## src/rtl/ipv4uh_pkg.sv

```systemverilog
`default_nettype none

package ipv4uh_pkg;

   localparam int ADDR_W      = 32;
   localparam int CHUNK_CFG_W = 5;
   localparam int MOD_W       = 18;
   localparam int COEFF_W     = 18;
   localparam int CSR_DATA_W  = 18;
   localparam int MAX_CHUNKS  = 6;
   localparam int NUM_REGS    = 8;
   localparam int CSR_IDX_W   = $clog2(NUM_REGS);
   localparam int PROD_W      = ADDR_W + COEFF_W;
   // chunks of one address never sum above the address itself
   localparam int SUM_W       = PROD_W;
   // remainder bits resolved per mod cell
   localparam int MOD_STEP    = 2;
   localparam int MOD_CELLS   = (SUM_W + MOD_STEP - 1) / MOD_STEP;
   localparam int DIV_W       = MOD_CELLS * MOD_STEP;

   typedef logic [ADDR_W-1:0]      addr_type;
   typedef logic [CHUNK_CFG_W-1:0] chunk_cfg_type;
   typedef logic [MOD_W-1:0]       mod_type;
   typedef logic [COEFF_W-1:0]     coeff_type;
   typedef logic [PROD_W-1:0]      prod_type;
   typedef logic [SUM_W-1:0]       sum_type;
   typedef logic [DIV_W-1:0]       div_type;
   typedef logic [CSR_IDX_W-1:0]   csr_idx_type;
   typedef logic [CSR_DATA_W-1:0]  csr_data_type;
   typedef logic [MAX_CHUNKS-1:0][COEFF_W-1:0] coeff_vec_type;

   localparam csr_idx_type REG_CHUNK_BITS = CSR_IDX_W'(0);
   localparam csr_idx_type REG_TABLE_SIZE = CSR_IDX_W'(1);
   localparam csr_idx_type REG_COEFF_0    = CSR_IDX_W'(2);

   localparam chunk_cfg_type MIN_CHUNK_BITS = CHUNK_CFG_W'(6);
   localparam chunk_cfg_type CHUNK_BITS_RST = CHUNK_CFG_W'(8);
   localparam mod_type       TABLE_SIZE_RST = MOD_W'(257);
   localparam mod_type       MIN_TABLE_SIZE = MOD_W'(2);
   localparam coeff_type     COEFF_RST      = COEFF_W'(1);

   typedef struct packed {
      chunk_cfg_type chunk_bits;
      mod_type       table_size;
      logic          small_mod;
      coeff_vec_type coeff;
   } cfg_type;

   typedef struct packed {
      logic     valid;
      addr_type rest;
      sum_type  sum;
      prod_type prod;
   } chunk_link_type;

   typedef struct packed {
      logic    valid;
      div_type dividend;
      mod_type rem;
   } mod_link_type;

endpackage

`default_nettype wire

```

## src/rtl/ipv4uh_chunk_cell.sv

```systemverilog
`default_nettype none

module ipv4uh_chunk_cell (
   input  logic                       clock,
   input  logic                       reset,
   input  logic                       advance,
   input  ipv4uh_pkg::chunk_cfg_type  chunk_bits,
   input  ipv4uh_pkg::coeff_type      coeff,
   input  ipv4uh_pkg::chunk_link_type link_in,
   output ipv4uh_pkg::chunk_link_type link_out
);
   import ipv4uh_pkg::*;

   logic [ADDR_W:0] mask_wide;
   addr_type        chunk;

   logic     valid_ff, valid_in;
   addr_type rest_ff, rest_in;
   sum_type  sum_ff, sum_in;
   prod_type prod_ff, prod_in;

   // rest is already shifted down, so bits above the top chunk read as zero
   assign mask_wide = ({{ADDR_W{1'b0}}, 1'b1} << chunk_bits) - 1'b1;
   assign chunk     = link_in.rest & mask_wide[ADDR_W-1:0];

   assign valid_in = link_in.valid;
   assign rest_in  = link_in.rest >> chunk_bits;
   // fold in the product of the previous cell while this one multiplies
   assign sum_in   = link_in.sum + link_in.prod;
   assign prod_in  = chunk * coeff;

   always_ff @(posedge clock) begin
      if (reset) begin
         valid_ff <= 1'b0;
      end else if (advance) begin
         valid_ff <= valid_in;
      end
   end

   always_ff @(posedge clock) begin
      if (advance) begin
         rest_ff <= rest_in;
         sum_ff  <= sum_in;
         prod_ff <= prod_in;
      end
   end

   assign link_out.valid = valid_ff;
   assign link_out.rest  = rest_ff;
   assign link_out.sum   = sum_ff;
   assign link_out.prod  = prod_ff;

endmodule

`default_nettype wire

```

## config.mk

```make
export PLATFORM = sky130hd
export DESIGN_NAME = ipv4uh_chunk_cell
export DESIGN_NICKNAME = d
export VERILOG_FILES = /design/src/rtl/ipv4uh_pkg.sv /design/src/rtl/ipv4uh_chunk_cell.sv
export SDC_FILE = /design/constraint.sdc
export NUM_CORES = 2
export LEC_CHECK = 0
export ABC_AREA = 1
export BUFFER_PORTS_ARGS = -buffer_cell sky130_fd_sc_hd__buf_2
export CAP_MARGIN = 0
export CORE_MARGIN = 2
export CORE_UTILIZATION = 45
export DETAILED_ROUTE_END_ITERATION = 10
export GPL_ROUTABILITY_DRIVEN = 0
export SYNTH_ARGS = -nofsm -noshare
export SYNTH_HDL_FRONTEND = slang
export SYNTH_SLANG_ARGS = --single-unit
export TNS_END_PERCENT = 10
```

## constraint.sdc

```tcl
create_clock -name clock -period 16.36 [get_ports clock]
set_input_delay 2.454 -clock clock [delete_from_list [all_inputs] [get_ports clock]]
set_output_delay 2.454 -clock clock [all_outputs]
set_load 0.1 [all_outputs]
```

==> results.yml <==
layout:
  layout.nets: 4860
  diodes: 0
  drive_gt1_share_pct: 9.36
  syn_to_final_growth_pct: 9.52
cts:
  clock_latency_ps: 460
  clock-sinks: 133
  clock_path_buffers: 2
  post-cts-setup-buffers: 0
  htreeDepth: 4
  clk_pin_slew_worst_paths_ps: 70
  root_buffer: "clkbuf_16"
  ctsHoldBuffers: 0
  ctsResizeCount: 0
  cts_tree: "built"
  cts_made_buffers: 17
setup_path:
  endpoint: "prod_ff[44]$_DFFE_PP_"
  startpoint: "chunk_bits[2]"
  crit_path_top_delay_cell: "o21ai_1"
  setup.worst_path.start_class: "input port"
  endpoint_kind: "flip-flop"
  path_class: "input port to flip-flop"
  critPathMostFrequentCell: "fa_1"
  timing.rr.end: "valid_ff$_SDFFE_PP0P_"
  critical_path_arrival_ps: 11070
  cp_max_fo: 43
  ff2ff_path_depth: 2
  slowest_delay_ps: 820
  timing.rr.start: "valid_ff$_SDFFE_PP0P_"
  reg2reg_setup_slack_ps: 15780
  required_ps: 16590
grt:
  grt_max_degree: 69
  gr-total-overflow: 0
  grt_pass1_wl_um: 156000
  first_global_vias: 27000
  antenna_found_initial: 0
  grt_use_total_pct: 30.8
yosys:
  ys_seq_area_share_pct: 13.8
  yosysUniqueCellTypes: 50
  synth_top_area_share_pct: 33.3
  synth_warnings: 0
  avgSynthCellArea_sq_um: 7.57
  synth_cells: 3822
  ys_top_cells_by_count: "nand2_1, inv_1, fa_1"
  syn_area_sq_um: 28900
  yosys_most_used_dff: "edfxtp_1"
  synth_edf_count: 132
  yosysTopAreaCell: "fa_1"
  async_flop_share_pct: 0
  synth_most_common_cell: "nand2_1"
  synth_seq_cells: 133
  synthTopCellsByArea: "fa_1, edfxtp_1, nand2_1"
drt:
  first_iter_violations: 2220
  drc: 0
  vias: 26300
  wire_per_inst_um: 20.3
  dr.pass1.iters: 6
  vias_per_cell: 5.36
  ant_nets: 0
  routed_wl_um: 99400
placed_design:
  numPortBuffers: 291
  dp_hpwl_um: 81200
sta:
  setup_tns_ps: 0
  skew_ps: 0
  worst_slew_pin_slew_ps: 1390
  hold_viol_final: 0
  setup_viol: 0
  layout_min_cycle_time_ps: 10840
  slew_viol_final: 0
  finalCritPeriodShare_pct: 66.2
  grt_setup_unrepaired: "no"
  max_freq_mhz: 92.3
  relSlewSlack_pct: 6.98
outcome:
  status: "finished, final reports clean"
hold_path:
  min_from: "valid_ff$_SDFFE_PP0P_"
  min_path_type: "flip-flop to flip-flop"
floorplan:
  rows: 92
  core_sq_um: 63300
  initial_core_util_pct: 45.7
  die_area_sq_um: 66400
  fp.dieW_um: 258
  io-pin-count: 292
  fp.dieH_um: 258
flow_run:
  maxCapViolCount: 0
## stage by stage
stage | setup slack, ps | cells | instance area, sq um | util, % | hold WS [ps]
floorplan | 7660 | 3838 | 29000 | - | 462
global route | 4980 | 4905 | 31700 | 50.1 | 544
CTS | 5770 | 4905 | 31700 | 50.1 | 494
finish | 5520 | 4905 | 31700 | 50.1 | 490
global placement | 5300 | 4873 | 31100 | 49.2 | 471
detailed placement | 5230 | 4873 | 31100 | 49.2 | 477
## cell families (layout without fill, tap and decap cells)
kind of cell	count (synthesis)	in the layout	share of synthesized area [%]
and+or+nand+nor	1670	1670	24.1
adders and majority gates	655	655	40.8
other	2	18	0.0260
muxes	8	8	0.277
xor gates and xnor gates	68	68	2.11
buffers and inverters	948	1169	12.6
AOI/OAI and AO/OA	338	338	6.33
DFF	133	133	13.8
## routing by layer
layer	up-vias	part of all wire (%)	GRT usage [%]
li1	12200	-	-
met1	12800	40	39.5
met2	1079	48	52.3
met3	236	7.2	4.55
met4	0	4.4	12.4
met5	-	0	0
## flip-flops by register name, indices dropped and copies added (netlist names)
signal,flops
rest_ff,32
sum_ff,50
valid_ff,1
prod_ff,50
## critical path, delay by kind of cell
family | cells | cell delay (ps)
buffers and inverters | 7 | 1400
AND/OR/NAND/NOR | 10 | 2020
adder cells (fa/ha/maj) | 8 | 3440
AO/OA/AOI/OAI | 5 | 1700
## final cells by class
type / instances / area (sq um)
Inverter: 825 / 3100
Clock inverter: 15 / 119
Timing Repair Buffer: 312 / 1620
Fill cell: 6446 / 31600
Sequential cell: 133 / 3980
Multi-Input combinational cell: 2757 / 21400
Tap cell: 846 / 1060
Clock buffer: 17 / 425
## placed cells by master, fill, tap and decap left out, types with 18 or more instances in the layout
| master | count |
|---|---|
| xor2_1 | 41 |
| nand2_1 | 859 |
| buf_4 | 21 |
| o21ai_0 | 129 |
| o211ai_1 | 20 |
| a21oi_1 | 150 |
| nor2_1 | 436 |
| edfxtp_1 | 132 |
| nor3_1 | 26 |
| xnor2_1 | 25 |
| buf_2 | 290 |
| ha_1 | 174 |
| fa_1 | 481 |
| nand3_1 | 222 |
| nand4_1 | 85 |
| inv_1 | 811 |
| conb_1 | 18 |
## worst min-delay path by stage
stage / depth (start not counted) / slack, ps / endpoint
after floorplan: 2 / 460 / valid_ff$_SDFFE_PP0P_
after global placement: 2 / 470 / valid_ff$_SDFFE_PP0P_
after detailed placement: 2 / 480 / valid_ff$_SDFFE_PP0P_
after CTS: 2 / 490 / valid_ff$_SDFFE_PP0P_
after global routing: 2 / 540 / valid_ff$_SDFFE_PP0P_
final: 2 / 490 / valid_ff$_SDFFE_PP0P_
Power is left out: the tool's default activity adds up to more than one toggle a clock period on the data nets, which glitch-free logic cannot reach.
