$ cat src/rtl/ipv4uh_pkg.sv
`default_nettype none

package ipv4uh_pkg;

   localparam int ADDR_W      = 32;
   localparam int CHUNK_CFG_W = 5;
   localparam int MOD_W       = 18;
   localparam int COEFF_W     = 18;
   localparam int CSR_DATA_W  = 18;
   localparam int MAX_CHUNKS  = 6;
   localparam int NUM_REGS    = 8;
   localparam int CSR_IDX_W   = $clog2(NUM_REGS);
   localparam int PROD_W      = ADDR_W + COEFF_W;
   // chunks of one address never sum above the address itself
   localparam int SUM_W       = PROD_W;
   // remainder bits resolved per mod cell
   localparam int MOD_STEP    = 2;
   localparam int MOD_CELLS   = (SUM_W + MOD_STEP - 1) / MOD_STEP;
   localparam int DIV_W       = MOD_CELLS * MOD_STEP;

   typedef logic [ADDR_W-1:0]      addr_type;
   typedef logic [CHUNK_CFG_W-1:0] chunk_cfg_type;
   typedef logic [MOD_W-1:0]       mod_type;
   typedef logic [COEFF_W-1:0]     coeff_type;
   typedef logic [PROD_W-1:0]      prod_type;
   typedef logic [SUM_W-1:0]       sum_type;
   typedef logic [DIV_W-1:0]       div_type;
   typedef logic [CSR_IDX_W-1:0]   csr_idx_type;
   typedef logic [CSR_DATA_W-1:0]  csr_data_type;
   typedef logic [MAX_CHUNKS-1:0][COEFF_W-1:0] coeff_vec_type;

   localparam csr_idx_type REG_CHUNK_BITS = CSR_IDX_W'(0);
   localparam csr_idx_type REG_TABLE_SIZE = CSR_IDX_W'(1);
   localparam csr_idx_type REG_COEFF_0    = CSR_IDX_W'(2);

   localparam chunk_cfg_type MIN_CHUNK_BITS = CHUNK_CFG_W'(6);
   localparam chunk_cfg_type CHUNK_BITS_RST = CHUNK_CFG_W'(8);
   localparam mod_type       TABLE_SIZE_RST = MOD_W'(257);
   localparam mod_type       MIN_TABLE_SIZE = MOD_W'(2);
   localparam coeff_type     COEFF_RST      = COEFF_W'(1);

   typedef struct packed {
      chunk_cfg_type chunk_bits;
      mod_type       table_size;
      logic          small_mod;
      coeff_vec_type coeff;
   } cfg_type;

   typedef struct packed {
      logic     valid;
      addr_type rest;
      sum_type  sum;
      prod_type prod;
   } chunk_link_type;

   typedef struct packed {
      logic    valid;
      div_type dividend;
      mod_type rem;
   } mod_link_type;

endpackage

`default_nettype wire

$ cat src/rtl/ipv4uh_csr.sv
`default_nettype none

module ipv4uh_csr (
   input  logic                     clock,
   input  logic                     reset,
   input  logic                     csr_wr_en,
   input  ipv4uh_pkg::csr_idx_type  csr_index,
   input  ipv4uh_pkg::csr_data_type csr_wr_data,
   output ipv4uh_pkg::cfg_type      cfg
);
   import ipv4uh_pkg::*;

   chunk_cfg_type chunk_bits_ff, chunk_bits_in;
   mod_type       table_size_ff, table_size_in;
   coeff_vec_type coeff_ff, coeff_in;

   always_comb begin
      chunk_bits_in = chunk_bits_ff;
      table_size_in = table_size_ff;
      coeff_in      = coeff_ff;
      if (csr_wr_en) begin
         case (csr_index)
            REG_CHUNK_BITS: begin
               chunk_bits_in = csr_wr_data[CHUNK_CFG_W-1:0];
            end
            REG_TABLE_SIZE: begin
               table_size_in = csr_wr_data[MOD_W-1:0];
            end
            default: begin
               for (int k = 0; k < MAX_CHUNKS; k++) begin
                  if (csr_index == CSR_IDX_W'(REG_COEFF_0 + k)) begin
                     coeff_in[k] = csr_wr_data[COEFF_W-1:0];
                  end
               end
            end
         endcase
      end
   end

   always_ff @(posedge clock) begin
      if (reset) begin
         chunk_bits_ff <= CHUNK_BITS_RST;
         table_size_ff <= TABLE_SIZE_RST;
         coeff_ff      <= {MAX_CHUNKS{COEFF_RST}};
      end else begin
         chunk_bits_ff <= chunk_bits_in;
         table_size_ff <= table_size_in;
         coeff_ff      <= coeff_in;
      end
   end

   // narrow chunk widths are clamped up
   assign cfg.chunk_bits = (chunk_bits_ff < MIN_CHUNK_BITS) ? MIN_CHUNK_BITS : chunk_bits_ff;
   assign cfg.table_size = table_size_ff;
   assign cfg.small_mod  = (table_size_ff < MIN_TABLE_SIZE);
   assign cfg.coeff      = coeff_ff;

endmodule

`default_nettype wire

$ cat config.mk
export PLATFORM = sky130hd
export DESIGN_NAME = ipv4uh_csr
export DESIGN_NICKNAME = d
export VERILOG_FILES = /design/src/rtl/ipv4uh_pkg.sv /design/src/rtl/ipv4uh_csr.sv
export SDC_FILE = /design/constraint.sdc
export NUM_CORES = 1
export LEC_CHECK = 0
export ABC_CLOCK_PERIOD_IN_PS = 1370
export BUFFER_PORTS_ARGS = -buffer_cell sky130_fd_sc_hd__clkbuf_2
export CAP_MARGIN = 20
export CORE_MARGIN = 5
export CORE_UTILIZATION = 40
export CTS_BUF_LIST = sky130_fd_sc_hd__clkbuf_2 sky130_fd_sc_hd__clkbuf_4 sky130_fd_sc_hd__clkbuf_8
export CTS_CLUSTER_SIZE = 14
export DETAILED_ROUTE_END_ITERATION = 12
export PLACE_DENSITY_LB_ADDON = 0.1
export SETUP_SLACK_MARGIN = 0.1
export SYNTH_ARGS = -nofsm -noshare
export SYNTH_HDL_FRONTEND = slang
export SYNTH_SLANG_ARGS = --single-unit
$ cat constraint.sdc
create_clock -name clock -period 1.37 [get_ports clock]
set_input_delay 0.137 -clock clock [delete_from_list [all_inputs] [get_ports clock]]
set_output_delay 0.137 -clock clock [all_outputs]
set_load 0.01 [all_outputs]
==> results.yml, run 1 <==
synth:
  synth.most_common_cell: "nand2_1"
  yosys-top-cells-count: "nand2_1 (243), dfxtp_1 (131), a21oi_1 (73)"
  synth_edf_count: 0
  netlist_area_sq_um: 5090
  syn_nets: 619
  yosysUniqueCellTypes: 28
  yosys.area.top_type: "dfxtp_1"
  ys_seq_area_share_pct: 51.5
  synthTopCellsByArea: "dfxtp_1 (52%), nand2_1 (18%), a21oi_2 (7.7%), a21oi_1 (7.2%), buf_6 (2.4%)"
  synth-seq-cells: 131
  synthArstFlopShare_pct: 0
  synthCells: 595
  ys_warn_count: 0
  synth_top_area_share_pct: 51.5
  ys.flop_type: "dfxtp_1"
  syn_area_per_cell_sq_um: 8.55
sta:
  tightest_slew_ns: 0.444
  drv_slew: 0
  rsz0062_at_grt: "yes"
  finalSetupViolations: 1
  finClkSkew_ns: 0
  timing.final.ws_setup_ns: -0.336
  relSlewSlack_pct: 70.4
  period_share_pct: 124
  timing.fmax_mhz: 586
  fin_crit_ns: 1.71
  hold_viol: 0
setup_path:
  crit_type: "reg2out"
  arrival_ns: 1.57
  r2r_slack_ns: 0.41
  cp-start-kind: "register"
  cp_cell_sequence: "nor4_4, nand4_1, nor4_1, buf_2"
  rr_worst_depth: 3
  slowest_stage: "dfxtp_2"
  critPathCapture: "cfg[108]"
  slowest_delay_ns: 0.34
  crit_buf_inv: 1
  rr_startpoint: "chunk_bits_ff[3]$_SDFFE_PP1P_"
  path_depth: 4
  r2r-end: "chunk_bits_ff[3]$_SDFFE_PP1P_"
  endpoint_kind: "primary output"
  startpoint: "table_size_ff[9]$_SDFFE_PP0P_"
  crit_fanout: 2
  worst_ep_required_time_ns: 1.23
  worst_path_dominant_cell_family: "simple AND/OR/NAND/NOR gates"
clocking:
  clock_latency_ns: 0.42
  cts_tree: "done"
  cts_max_level: 4
  hold_buffers: 0
  cts.sinks: 131
  cts_max_path_buffers: 2
  numCtsBuffers: 17
  root_buffer: "clkbuf_8"
  path_clk_slew_ns: 0.08
grt:
  grt_first_pass_wirelength_mm: 24.4
  antenna_found_initial: 0
  grt_usage_pct: 21.5
  overflow: 0
  grt_pass1_vias: 4433
  grt_max_degree: 34
floorplanning:
  die_area_sq_um: 15100
  core.rowCount: 41
  top_level_ports: 156
  die_h_um: 123
  die_w_um: 123
  initial_utilization_pct: 40.5
  core_area_sq_um: 12600
detailed_routing:
  dr_total_vias: 4555
  post-route-drc-count: 0
  postRouteWirelength_mm: 15.9
  drt-vias-per-instance: 4.86
  avgRoutedWirePerCell_um: 17.0
  drt_iter0_markers: 263
  drtAntennaViolNets: 0
  drt_first_pass_iters: 5
finish:
  stdcell_area_sq_um: 6570
  antenna_cells: 0
  area_growth_pct: 29.1
  nets: 778
  layout-drive-gt1-share_pct: 38.5
power:
  sw_frac_of_total_pct: 25.0
  power.internal_mw: 5.85
  ir_worst_vdd_v: 0.000491
  p_switching_mw: 1.95
  power.density_nw_per_um2: 1190
  leakagePower_nw: 2.65
  pwr-share-clk_pct: 40.7
  power.share.sequential_pct: 50.6
  share_comb_of_total_power_pct: 8.7
placed_design:
  port_buffers: 155
  finalWeightedCongestion: 0.768
  placed_cell_area_sq_um: 6090
  dpl.hpwl_mm: 11.1
  place_ws_ns: -0.0173
outcome:
  violations: "setup timing"
  status: "finished with violations"
hold_path:
  hold_depth: 3
  min_path_type: "in2reg"
run:
  max_cap_viol_count: 0
[final cells by class]
class,instances,area [sq um]
clock buffers,24,318
repair buffers,190,1170
well taps,172,215
clock inverters,7,73.8
flip-flops and latches,131,2630
fillers,1222,6000
multi-input cells,414,2160
[worst register-to-register path: stages, from the launching register on]
cell     delay, ns
dfxtp_2       0.34
buf_4         0.14
nor2b_1       0.12
a211o_1       0.26
[flip-flops by register name, indices dropped and copies added (netlist names)]
signal / flops
cfg: 108
table_size_ff: 18
chunk_bits_ff: 5
[cells by family after synthesis]
kind of cell	count (synthesis)	synth area share [%]
compound gates	120	15.2
buf+inv	50	6.89
flops	131	51.5
mux	4	0.787
simple gates	290	25.5
[metrics by stage]
stage          cells  util (%)  setup TNS, ns  total power, mW  hold WS, ns
2_1_floorplan    595         -              0             4.38        0.258
3_3_place_gp     905      48.5              0             4.68        0.442
3_5_place_dp     905      48.5        -0.0173             4.69        0.449
4_1_cts          938      52.1         -0.415             7.86       0.0567
5_1_grt          938      52.3         -0.452             8.10       0.0583
6_report         938      52.3         -0.336             7.80       0.0771
[cells in the final DEF, fill, tap and decap left out, drive strengths merged]
cell      count
a211o         1
a21boi        1
a21oi       118
and4          1
and4b         3
and4bb        3
buf          40
bufinv        1
clkbuf      174
clkinv        2
clkinvlp      4
dfxtp       131
mux2i         4
nand2       253
nand3b        8
nand4         2
nand4b        3
nand4bb       3
nor2          6
nor2b         1
nor4          4
nor4b         1
or2           2
[how the worst min path moves through the flow]
stage / endpoint / startpoint
2_1_floorplan: table_size_ff[8]$_SDFFE_PP1P_ / csr_wr_data[8]
3_3_place_gp: cfg[92]$_SDFFE_PP0P_ / cfg[92]$_SDFFE_PP0P_
3_5_place_dp: cfg[6]$_SDFFE_PP0P_ / cfg[6]$_SDFFE_PP0P_
4_1_cts: cfg[52]$_SDFFE_PP0P_ / csr_wr_data[16]
5_1_grt: cfg[17]$_SDFFE_PP0P_ / csr_wr_data[17]
6_report: cfg[52]$_SDFFE_PP0P_ / csr_wr_data[16]
[repair_timing]
action / in CTS / in global routing
hold endpoints to repair: 0 / 0
resized for setup: 14 / 9
endpoints found under the setup margin: 4 / 4
pin swaps: 1 / 0
buffers inserted: 2 / 0
[routing by layer]
| metal | vias up | part of all wire, % | global-route usage, % |
|---|---|---|---|
| li1 | 2247 | - | - |
| met1 | 2163 | 42 | 27.5 |
| met2 | 137 | 48 | 35.2 |
| met3 | 8 | 8.9 | 7.33 |
| met4 | 0 | 0.60 | 5.04 |
| met5 | - | 0 | 0 |
[power groups by stage]
stage                     Sequential [mW]  Clock [mW]  Combinational [mW]
after detailed placement             4.03           0               0.662
final                                3.95        3.18               0.674
after floorplan                      4.06           0               0.322
after global placement               4.02           0               0.651
after CTS                            3.94        3.24               0.675
after global routing                 3.95        3.41               0.731
Power figures use the tool's default switching activity.
==> run 2, diff against run 1 <==
Settings changed: CORE_UTILIZATION 40 to 53.
==> results.yml, run 2 (synthesized netlist as in run 1, its figures left out) <==
detailed_routing:
  drt-vias-per-instance: 5.14
  drt_first_pass_iters: 4
  post-route-drc-count: 0
  drt_iter0_markers: 254
  drtAntennaViolNets: 0
  avgRoutedWirePerCell_um: 16.0
  postRouteWirelength_mm: 14.1
  dr_total_vias: 4545
grt:
  overflow: 0
  grt_usage_pct: 24.5
  grt_max_degree: 58
  grt_pass1_vias: 4364
  antenna_found_initial: 0
  grt_first_pass_wirelength_mm: 22.4
sta:
  finClkSkew_ns: 0
  drv_slew: 0
  rsz0062_at_grt: "yes"
  relSlewSlack_pct: 74.2
  fin_worst_hold_slack_ns: 0.0572
  tightest_slew_ns: 0.387
  finalSetupViolations: 1
  timing.fmax_mhz: 615
  timing.final.ws_setup_ns: -0.255
  fin_crit_ns: 1.63
  setup-tns-final_ns: -0.255
  hold_viol: 0
  period_share_pct: 119
clocking:
  cts_max_path_buffers: 2
  cts_tree: "done"
  root_buffer: "clkbuf_8"
  cts_max_level: 4
  clock_latency_ns: 0.41
  cts.sinks: 131
  numCtsBuffers: 17
  path_clk_slew_ns: 0.07
floorplanning:
  top_level_ports: 156
  core.rowCount: 35
  die_h_um: 108
  initial_utilization_pct: 54.8
  die_w_um: 108
  die_area_sq_um: 11700
  core_area_sq_um: 9280
setup_path:
  r2r_slack_ns: 0.38
  endpoint_kind: "primary output"
  crit_fanout: 3
  rr_worst_depth: 3
  crit_top_cell: "nor4_2"
  rr_startpoint: "chunk_bits_ff[3]$_SDFFE_PP1P_"
  slowest_delay_ns: 0.33
  crit_buf_inv: 1
  arrival_ns: 1.49
  cp-start-kind: "register"
  crit_type: "reg2out"
  worst_ep_required_time_ns: 1.23
  r2r-end: "chunk_bits_ff[3]$_SDFFE_PP1P_"
  slowest_stage: "dfxtp_2"
  cp_cell_sequence: "nor4_2, nand4_1, nor4_2, buf_2"
  worst_path_dominant_cell_family: "simple AND/OR/NAND/NOR gates"
hold_path:
  min_path_type: "in2reg"
  hp-start: "csr_wr_data[16]"
  hold_depth: 3
  whs_endpoint: "cfg[106]$_SDFFE_PP0P_"
finish:
  num-fill-cells: 790
  final_common_cell: "nand2_1"
  area_growth_pct: 27.2
  largest_reg_flops: 108
  stdcell_count: 885
  nets: 768
  multi_input_area_sq_um: 2160
  layout-drive-gt1-share_pct: 37.7
  layout_common_cells: "nand2_1 (243), clkbuf_2 (150), dfxtp_1 (125)"
  ff_latch_area_sq_um: 2630
  final_core_util_pct: 69.7
  antenna_cells: 0
outcome:
  violations: "setup timing"
  status: "finished with violations"
placed_design:
  dpl.hpwl_mm: 9.73
  post-place-cells: 851
  port_buffers: 155
  place_ws_ns: 0.106
  finalWeightedCongestion: 0.765
power:
  power.density_nw_per_um2: 1260
  ir_worst_vdd_v: 0.000686
  leakagePower_nw: 2.61
run:
  max_cap_viol_count: 0
[run 2: cell count changes in the layout (fill, tap and decap cells not counted), sizes merged]
cell and change:
clkinvlp -2, bufinv +3, clkinv +3, buf -10, clkbuf -5, inv +1
[run 2: repair_timing]
action / CTS / global route
hold buffers: 0 / 0
setup buffers: 2 / 1
pin swaps: 1 / 1
resized for setup: 13 / 10
setup endpoints to repair: 4 / 4
[run 2: worst max path at each step]
stage          slack (ns)  depth (start not counted)                      startpoint       end
5_1_grt             -0.43                          4   table_size_ff[9]$_SDFFE_PP0P_  cfg[108]
6_report            -0.26                          4   table_size_ff[9]$_SDFFE_PP0P_  cfg[108]
3_3_place_gp         0.07                          4  table_size_ff[17]$_SDFFE_PP0P_  cfg[108]
2_1_floorplan        0.17                          3   table_size_ff[9]$_SDFFE_PP0P_  cfg[108]
3_5_place_dp         0.11                          4  table_size_ff[17]$_SDFFE_PP0P_  cfg[108]
4_1_cts             -0.33                          4   table_size_ff[9]$_SDFFE_PP0P_  cfg[108]
[run 2: where the power goes]
group	internal [mW]	switching (mW)
registers	3.89	0.0529
logic	0.227	0.398
clock network	2.08	1.48
total	6.20	1.93
[run 2: per-layer routing]
metal  wire length (um)  track usage (%)
met4                125             6.67
met5                  0                0
met3               1130             6.75
met2               7080             41.2
met1               5790             31.1
[run 2: layout make-up]
type                            count  share of cell area, %
Clock buffer                       19                   4.04
Sequential cell                   131                   40.7
Multi-Input combinational cell    414                   33.3
Tap cell                          129                   2.49
Clock inverter                     12                   2.78
Timing Repair Buffer              180                   16.7
[run 2: through the flow]
stage	total power [mW]	cell area, sq um
2_1_floorplan	4.38	5090
3_3_place_gp	4.62	5940
3_5_place_dp	4.64	5940
4_1_cts	8.18	6430
5_1_grt	8.44	6470
6_report	8.13	6470
[run 2: worst reg2reg max path, stage by stage (launching register included)]
cell	delay [ns]
dfxtp_4	0.36
buf_4	0.14
nor2b_1	0.12
a211o_1	0.26
