File: src/rtl/ipv4uh_pkg.sv
`default_nettype none

package ipv4uh_pkg;

   localparam int ADDR_W      = 32;
   localparam int CHUNK_CFG_W = 5;
   localparam int MOD_W       = 18;
   localparam int COEFF_W     = 18;
   localparam int CSR_DATA_W  = 18;
   localparam int MAX_CHUNKS  = 6;
   localparam int NUM_REGS    = 8;
   localparam int CSR_IDX_W   = $clog2(NUM_REGS);
   localparam int PROD_W      = ADDR_W + COEFF_W;
   // chunks of one address never sum above the address itself
   localparam int SUM_W       = PROD_W;
   // remainder bits resolved per mod cell
   localparam int MOD_STEP    = 2;
   localparam int MOD_CELLS   = (SUM_W + MOD_STEP - 1) / MOD_STEP;
   localparam int DIV_W       = MOD_CELLS * MOD_STEP;

   typedef logic [ADDR_W-1:0]      addr_type;
   typedef logic [CHUNK_CFG_W-1:0] chunk_cfg_type;
   typedef logic [MOD_W-1:0]       mod_type;
   typedef logic [COEFF_W-1:0]     coeff_type;
   typedef logic [PROD_W-1:0]      prod_type;
   typedef logic [SUM_W-1:0]       sum_type;
   typedef logic [DIV_W-1:0]       div_type;
   typedef logic [CSR_IDX_W-1:0]   csr_idx_type;
   typedef logic [CSR_DATA_W-1:0]  csr_data_type;
   typedef logic [MAX_CHUNKS-1:0][COEFF_W-1:0] coeff_vec_type;

   localparam csr_idx_type REG_CHUNK_BITS = CSR_IDX_W'(0);
   localparam csr_idx_type REG_TABLE_SIZE = CSR_IDX_W'(1);
   localparam csr_idx_type REG_COEFF_0    = CSR_IDX_W'(2);

   localparam chunk_cfg_type MIN_CHUNK_BITS = CHUNK_CFG_W'(6);
   localparam chunk_cfg_type CHUNK_BITS_RST = CHUNK_CFG_W'(8);
   localparam mod_type       TABLE_SIZE_RST = MOD_W'(257);
   localparam mod_type       MIN_TABLE_SIZE = MOD_W'(2);
   localparam coeff_type     COEFF_RST      = COEFF_W'(1);

   typedef struct packed {
      chunk_cfg_type chunk_bits;
      mod_type       table_size;
      logic          small_mod;
      coeff_vec_type coeff;
   } cfg_type;

   typedef struct packed {
      logic     valid;
      addr_type rest;
      sum_type  sum;
      prod_type prod;
   } chunk_link_type;

   typedef struct packed {
      logic    valid;
      div_type dividend;
      mod_type rem;
   } mod_link_type;

endpackage

`default_nettype wire

File: src/rtl/ipv4uh_mod_cell.sv
`default_nettype none

module ipv4uh_mod_cell (
   input  logic                     clock,
   input  logic                     reset,
   input  logic                     advance,
   input  ipv4uh_pkg::mod_type      table_size,
   input  ipv4uh_pkg::mod_link_type link_in,
   output ipv4uh_pkg::mod_link_type link_out
);
   import ipv4uh_pkg::*;

   logic [MOD_W:0] trial;
   mod_type        rem_step;

   logic    valid_ff, valid_in;
   div_type dividend_ff, dividend_in;
   mod_type rem_ff, rem_in;

   // restoring remainder, MSB first, MOD_STEP bits per cell
   always_comb begin
      trial    = '0;
      rem_step = link_in.rem;
      for (int j = 0; j < MOD_STEP; j++) begin
         trial = {rem_step, link_in.dividend[DIV_W-1-j]};
         if (trial >= {1'b0, table_size}) begin
            trial = trial - {1'b0, table_size};
         end
         rem_step = trial[MOD_W-1:0];
      end
   end

   assign valid_in    = link_in.valid;
   assign dividend_in = link_in.dividend << MOD_STEP;
   assign rem_in      = rem_step;

   always_ff @(posedge clock) begin
      if (reset) begin
         valid_ff <= 1'b0;
      end else if (advance) begin
         valid_ff <= valid_in;
      end
   end

   always_ff @(posedge clock) begin
      if (advance) begin
         dividend_ff <= dividend_in;
         rem_ff      <= rem_in;
      end
   end

   assign link_out.valid    = valid_ff;
   assign link_out.dividend = dividend_ff;
   assign link_out.rem      = rem_ff;

endmodule

`default_nettype wire

File: config.mk
export PLATFORM = sky130hd
export DESIGN_NAME = ipv4uh_mod_cell
export DESIGN_NICKNAME = d
export VERILOG_FILES = /design/src/rtl/ipv4uh_pkg.sv /design/src/rtl/ipv4uh_mod_cell.sv
export SDC_FILE = /design/constraint.sdc
export NUM_CORES = 1
export LEC_CHECK = 0
export ABC_AREA = 1
export BUFFER_PORTS_ARGS = -buffer_cell sky130_fd_sc_hd__buf_2
export CORE_MARGIN = 8
export CORE_UTILIZATION = 55
export DETAILED_ROUTE_END_ITERATION = 12
export HOLD_SLACK_MARGIN = 0.08
export MAX_ROUTING_LAYER = met4
export PLACE_DENSITY = 0.86
export SLEW_MARGIN = 20
export SYNTH_ARGS = -nofsm -noshare
export SYNTH_HDL_FRONTEND = slang
export SYNTH_SLANG_ARGS = --single-unit
File: constraint.sdc
create_clock -name clock -period 6.63 [get_ports clock]
set_input_delay 0.9945 -clock clock [delete_from_list [all_inputs] [get_ports clock]]
set_output_delay 0.9945 -clock clock [all_outputs]
set_load 0.01 [all_outputs]
==> flow_summary.toml, run 1 <==
[sta]
max_freq_mhz = 219.8
timing.final.crit_period_ps = 4550
holdWs_ps = 514.7
min_period_over_period_pct = 68.62
finalClockSkew_ps = 0
max_slew_headroom_pct = 47.71
rsz0062_at_grt = "false"
fin_max_slew_vios = 0
worst_pin_slew_ps = 784.3
final_hold_viol_count = 0
setup_viol = 0
setup_total_negative_slack_ps = 0

[synth]
post_synth.cell_area_avg_um2 = 8.409
async_flop_share_pct = 0
yosys-top-cells-area = "sky130_fd_sc_hd__edfxtp_1, sky130_fd_sc_hd__nand2_1, sky130_fd_sc_hd__ha_1, sky130_fd_sc_hd__inv_1, sky130_fd_sc_hd__nand3_1"
synth_cells = 563
synth.distinct_cells = 44
synth_enable_flop_cells = 66
seq_area_frac_synth_pct = 42.28
synthesis.area_um2 = 4735
synth_top_area_share_pct = 41.86
synth.yosys.warnings = 0
synth_top_area_cell = "sky130_fd_sc_hd__edfxtp_1"
synth_flop_cell = "sky130_fd_sc_hd__edfxtp_1"
synth.ff_latch_count = 67

[placed_design]
placedCellCount = 821
place_congestion = 0.9758
port-buffer-count = 156
dp_hpwl_mm = 11.18

[clock_network]
path_clk_slew_ps = 60
worst_skew_pair.late_latency_ps = 320
clock_tree.root_cell = "sky130_fd_sc_hd__clkbuf_8"
cts_htree_levels = 3
clock_tree_from_tritoncts = "done"
cts.sinks = 67
cts.repair_timing.setup_buffer_count = 0
post_cts_hold_buffer_count = 0
cts_buffers = 9
clockBufferDepth = 2
ctsResizeCount = 0

[pwr]
power_per_cell_area_nw_per_um2 = 257.7
total_leakage_power_nw = 3.000
ir_drop_mv = 0.1275
totalPowerFinal_mw = 1.494

[cells_and_area]
final_cell_mix = "sky130_fd_sc_hd__nand2_1, sky130_fd_sc_hd__buf_2, sky130_fd_sc_hd__inv_1"
n_diodes = 0
final_layout_size_suffix_gt1_share_pct = 29.77
final_cell_count_no_fill = 837
syn_to_final_growth_pct = 22.44
most_frequent_standard_cell_in_the_layout_excluding_fill_and_tap_cells = "sky130_fd_sc_hd__nand2_1"
fin_nets = 852
fin_util_pct = 67.79

[floorplanning]
width_of_the_die_um = 108.8
rows = 34
initial_core_util_pct = 55.37
boundaryPins = 159
chipHeight_um = 108.8
fp.dieArea_um2 = 11830
core_region_area_um2 = 8551

[route]
detailroute.via_count = 4251
antenna_left = 0
drc = 0
drt-total-wl_mm = 13.16
wire_per_inst_um = 15.72
drt_first_pass_iters = 5
viasPerCell = 5.079
initialDrtViolationCount = 210

[worst_setup_path]
cell_mode_on_critical_path = "sky130_fd_sc_hd__nand2_1"
cp-end-kind = "register"
timing.critical_path.from_type = "input port"
critical_path_arrival_ps = 4630
cpPeakStageDelay_ps = 410
cpMaxStageDelayCell = "sky130_fd_sc_hd__inv_2"
r2r_slack_ps = 6040
required_ps = 6710
timing.setup.critical_path_class = "in -> reg"
critical_path_peak_fanout = 26

[global_route]
grt_pass1_wl_mm = 20.08
use_met3_pct = 4.551
grt_usage_pct = 22.25
grt.met1_usage_pct = 23.47
global_route.peak_usage_layer = "met2"
congestion_overflow_gr = 0
vias_in_the_first_global_route = 4199
maximum_number_of_pins_on_one_net_before_global_route_repair = 68
met2_use_gr_pct = 40.24
antenna_found_initial = 0

[outcome]
outcome = "finished, final reports clean"

[hold_path]
hold_path.class = "reg -> reg"

[run]
maxCapViolations = 0
-- cells by family (layout without fill, tap and decap cells) --
group           after synthesis  in the layout  share of synthesized area (%)
simple gates                293            293                          28.46
buf+inv                      86            251                          7.743
flops                        67             67                          42.28
compound gates               53             53                          6.422
fa+ha+maj                    38             38                          10.36
xor+xnor                     24             24                          4.440
other cells                   1              2                        0.07921
mux                           1              1                         0.2114
-- critical path: cells and delay by family --
family,cells,cell delay (ps)
AO/OA/AOI/OAI,1,200
adder cells (fa/ha/maj),2,680
AND/OR/NAND/NOR,22,2150
buffers and inverters,4,610
-- final cells by class --
cell class,instances,area (um^2)
Timing Repair Buffer,157,788.3
Tap cell,108,135.1
Clock inverter,5,77.57
Fill cell,715,2754
Sequential cell,67,2002
Inverter,78,292.8
Clock buffer,11,131.4
Multi-Input combinational cell,411,2370
-- synthesized netlist by cell type, drive strengths merged, types with 2 or more instances --
cell,count
nand3b,4
o21bai,3
or2,3
ha,36
xnor2,14
xor2,10
edfxtp,66
buf,8
nand4,2
nand2,206
inv,77
fa,2
a21oi,30
nand3,43
nor2,31
o21ai,16
-- where the power goes --
| part | switching [mW] | total [mW] | internal, mW |
|---|---|---|---|
| registers | 0.0155 | 0.561 | 0.545 |
| logic | 0.363 | 0.585 | 0.222 |
| clock network | 0.138 | 0.348 | 0.211 |
-- worst paths after layout --
check,from,to,cells past startpoint
worst max-delay path,table_size[8],rem_ff[3],29
worst min-delay path,valid_ff,valid_ff,2
worst max register to register,valid_ff,valid_ff,2
worst min register to register,valid_ff,valid_ff,2
-- routing by layer --
layer,vias to the layer above,share of wire [%]
li1,2145,-
met1,1922,38
met2,164,51
met3,20,8.6
met4,0,2.3
met5,-,0
-- sequential cells by signal (all words and copies together), names as in the netlist --
signal and count:
dividend_ff 48, valid_ff 1, rem_ff 18
-- metrics by stage --
| stage | cell area (um^2) | setup WS [ps] |
|---|---|---|
| floorplan | 4738 | 2450 |
| global placement | 5588 | 1881 |
| detailed placement | 5588 | 1763 |
| CTS | 5797 | 2108 |
| global route | 5797 | 1659 |
| finish | 5797 | 2080 |
No activity file was read; power rests on OpenSTA's default activity.
==> run 2: changes to the inputs <==
Settings changed: ABC_AREA 1 to 0, CORE_UTILIZATION 55 to 51, PLACE_DENSITY 0.86 to 0.82.
Clock period 6.63 ns to 4.6 ns, I/O delays scaled along.
==> run 2 against run 1 <==
Against the previous run:
- sequential cell count unchanged
- worst hold slack improved by 13 ps
- combinational power increased by 91%
- final cell count decreased by 6.3%
- wire length increased by 10%
- first-iteration DRC count decreased by 22%
- cell area increased by 15%
- core utilization increased by 9.7 points
- clock skew unchanged
- die area increased by 0.93%
- global-route usage increased by 1.4 points
==> flow_summary.toml, run 2 <==
[pwr]
power_per_cell_area_nw_per_um2 = 364.3
combPwrFrac_pct = 46.2
total_leakage_power_nw = 3.215
ir_drop_mv = 0.2051
net_switching_power_uw = 756.8
seqPwrFrac_pct = 33.4
internal_power_summed_over_all_cells_mw = 1.670
clockPowerShare_pct = 20.4
swShare_pct = 31.18

[cells_and_area]
final_layout_size_suffix_gt1_share_pct = 52.07
max_reg_flops = 48
fin_nets = 800
most_frequent_standard_cell_in_the_layout_excluding_fill_and_tap_cells = "sky130_fd_sc_hd__buf_2"
regMostFlops = "dividend_ff"
syn_to_final_growth_pct = 50.13
n_diodes = 0
layout_top_registers = "dividend_ff x48, rem_ff x18, valid_ff x1"
final_cell_mix = "sky130_fd_sc_hd__buf_2, sky130_fd_sc_hd__buf_4, sky130_fd_sc_hd__edfxtp_1"

[placed_design]
place_congestion = 0.9589
dp_hpwl_mm = 12.02
post-place-ws_ps = -305.6
port-buffer-count = 156

[route]
drc = 0
detailroute.via_count = 4289
wire_per_inst_um = 18.46
drt-total-wl_mm = 14.47
viasPerCell = 5.471
initialDrtViolationCount = 164
drt_first_pass_iters = 4
antenna_left = 0

[worst_setup_path]
critical_path_arrival_ps = 4560
cp-end-kind = "register"
reg2reg_depth = 2
r2r_slack_ps = 4000
critical_path_peak_fanout = 8
r2r-start = "valid_ff"
timing.critical_path.from_type = "input port"
timing.setup.critical_path_class = "in -> reg"
required_ps = 4670
crit_startpoint = "table_size[1]"

[synth]
synth.ff_latch_count = 67
synth_top_area_cell = "sky130_fd_sc_hd__edfxtp_1"
synthesis.area_um2 = 4438
leading_cell_types_by_count_after_synthesis = "sky130_fd_sc_hd__edfxtp_1, sky130_fd_sc_hd__ha_1, sky130_fd_sc_hd__inv_1"
yosys-top-cells-area = "sky130_fd_sc_hd__edfxtp_1, sky130_fd_sc_hd__ha_1, sky130_fd_sc_hd__mux2_2, sky130_fd_sc_hd__xnor2_1, sky130_fd_sc_hd__a21o_1"
synth_top_area_share_pct = 44.66
synth_enable_flop_cells = 66
synth_cells = 389
synth_flop_cell = "sky130_fd_sc_hd__edfxtp_1"
synth.distinct_cells = 55
post_synth.cell_area_avg_um2 = 11.41
synth.yosys.warnings = 0
most_frequently_used_cell_type_in_the_post_synthesis_netlist = "sky130_fd_sc_hd__edfxtp_1"
seq_area_frac_synth_pct = 45.11
async_flop_share_pct = 0

[global_route]
maximum_number_of_pins_on_one_net_before_global_route_repair = 44
vias_in_the_first_global_route = 4287
grt_pass1_wl_mm = 21.29
grt_usage_pct = 23.68
antenna_found_initial = 0
congestion_overflow_gr = 0

[clock_network]
clock_tree.root_cell = "sky130_fd_sc_hd__clkbuf_8"
clock_tree_from_tritoncts = "done"
cts_htree_levels = 3
path_clk_slew_ps = 60
cts_buffers = 9
cts.repair_timing.setup_buffer_count = 0
worst_skew_pair.late_latency_ps = 320
cts.sinks = 67
clockBufferDepth = 2

[sta]
minimum_setup_slack_in_the_final_design_ps = 107.3
max_freq_mhz = 222.6
setup_total_negative_slack_ps = 0
setup_viol = 0
fin_max_slew_vios = 0
worst_pin_slew_ps = 561.8
min_period_over_period_pct = 97.67
finalClockSkew_ps = 0
max_slew_headroom_pct = 62.55
timing.final.crit_period_ps = 4493
final_hold_viol_count = 0

[hold_path]
hold_path.class = "reg -> reg"
min_from = "valid_ff"
hold_depth = 2

[floorplanning]
chipHeight_um = 109.3
rows = 34
width_of_the_die_um = 109.3
fp.dieArea_um2 = 11940
boundaryPins = 159
core_region_area_um2 = 8593
initial_core_util_pct = 51.65

[outcome]
outcome = "finished, final reports clean"

[run]
maxCapViolations = 0
## run 2: cell families (layout without fill, tap and decap cells)
kind of cell               Yosys count  count (layout)  share of synthesized area, %
DFF                                 67              67                         45.11
other                                1               2                       0.08450
xor gates and xnor gates            23              23                         4.539
and+or+nand+nor                     83              83                         9.360
AOI/OAI and AO/OA                  110             110                         18.04
adders and majority gates           38              38                         11.05
buffers and inverters               36             322                         3.552
muxes                               31              31                         8.260
## run 2: final timing paths
check | end
worst max-delay path | rem_ff[14]
worst min-delay path | valid_ff
worst max register to register | valid_ff
worst min register to register | valid_ff
## run 2: layout make-up
cell class	count	area (um^2)
inverter	29	116.4
multi-input combinational	287	2477
fill	560	1931
timing repair buffer	278	1727
clock buffer	9	123.9
clock inverter	6	81.33
tap	108	135.1
sequential	67	2002
## run 2: stage by stage
stage          hold WS [ps]  cell area [um^2]  total power, mW  std cells  util, %
5_1_grt               511.0              6663            2.557        784    77.53
6_report              527.6              6663            2.427        784    77.53
2_1_floorplan         461.7              4624            1.452        390        -
3_3_place_gp          472.0              6399            1.854        768    74.46
4_1_cts               516.3              6604            2.400        783    76.85
3_5_place_dp          518.2              6399            1.897        768    74.46
## run 2: worst max-delay path: stages
cell	delay (ps)
sky130_fd_sc_hd__buf_2	110
sky130_fd_sc_hd__inv_2	90
sky130_fd_sc_hd__ha_4	210
sky130_fd_sc_hd__nor2b_4	120
sky130_fd_sc_hd__o31a_2	320
sky130_fd_sc_hd__o211a_1	280
sky130_fd_sc_hd__o211ai_4	240
sky130_fd_sc_hd__and2_4	220
sky130_fd_sc_hd__mux2_2	380
sky130_fd_sc_hd__ha_4	300
sky130_fd_sc_hd__nand3b_1	140
sky130_fd_sc_hd__a21oi_1	230
sky130_fd_sc_hd__o31a_1	250
sky130_fd_sc_hd__o21ai_2	80
sky130_fd_sc_hd__o211a_1	240
sky130_fd_sc_hd__o311ai_4	100
sky130_fd_sc_hd__clkbuf_16	250
sky130_fd_sc_hd__mux2_4	300
## run 2: power by group through the flow
stage	Sequential, mW	Clock (mW)	Combinational [mW]
6_report	0.811	0.496	1.12
5_1_grt	0.818	0.538	1.20
4_1_cts	0.811	0.503	1.09
3_5_place_dp	0.824	0	1.07
3_3_place_gp	0.819	0	1.04
2_1_floorplan	0.874	0	0.578
## run 2: per-layer routing
layer  share of wire (%)  wire [um]  GRT usage (%)  vias up
li1                    -          -              -     2049
met1                  38       5486          25.48     2023
met2                  51       7352          41.59      191
met3                 8.4       1209          4.610       26
met4                 2.9        426          10.13        0
met5                   0          0              -        -
## run 2: what timing repair did
| action | in CTS | in global routing |
|---|---|---|
| endpoints found under the setup margin | 0 | 18 |
| resized for setup | 0 | 12 |
| hold buffers | 0 | 0 |
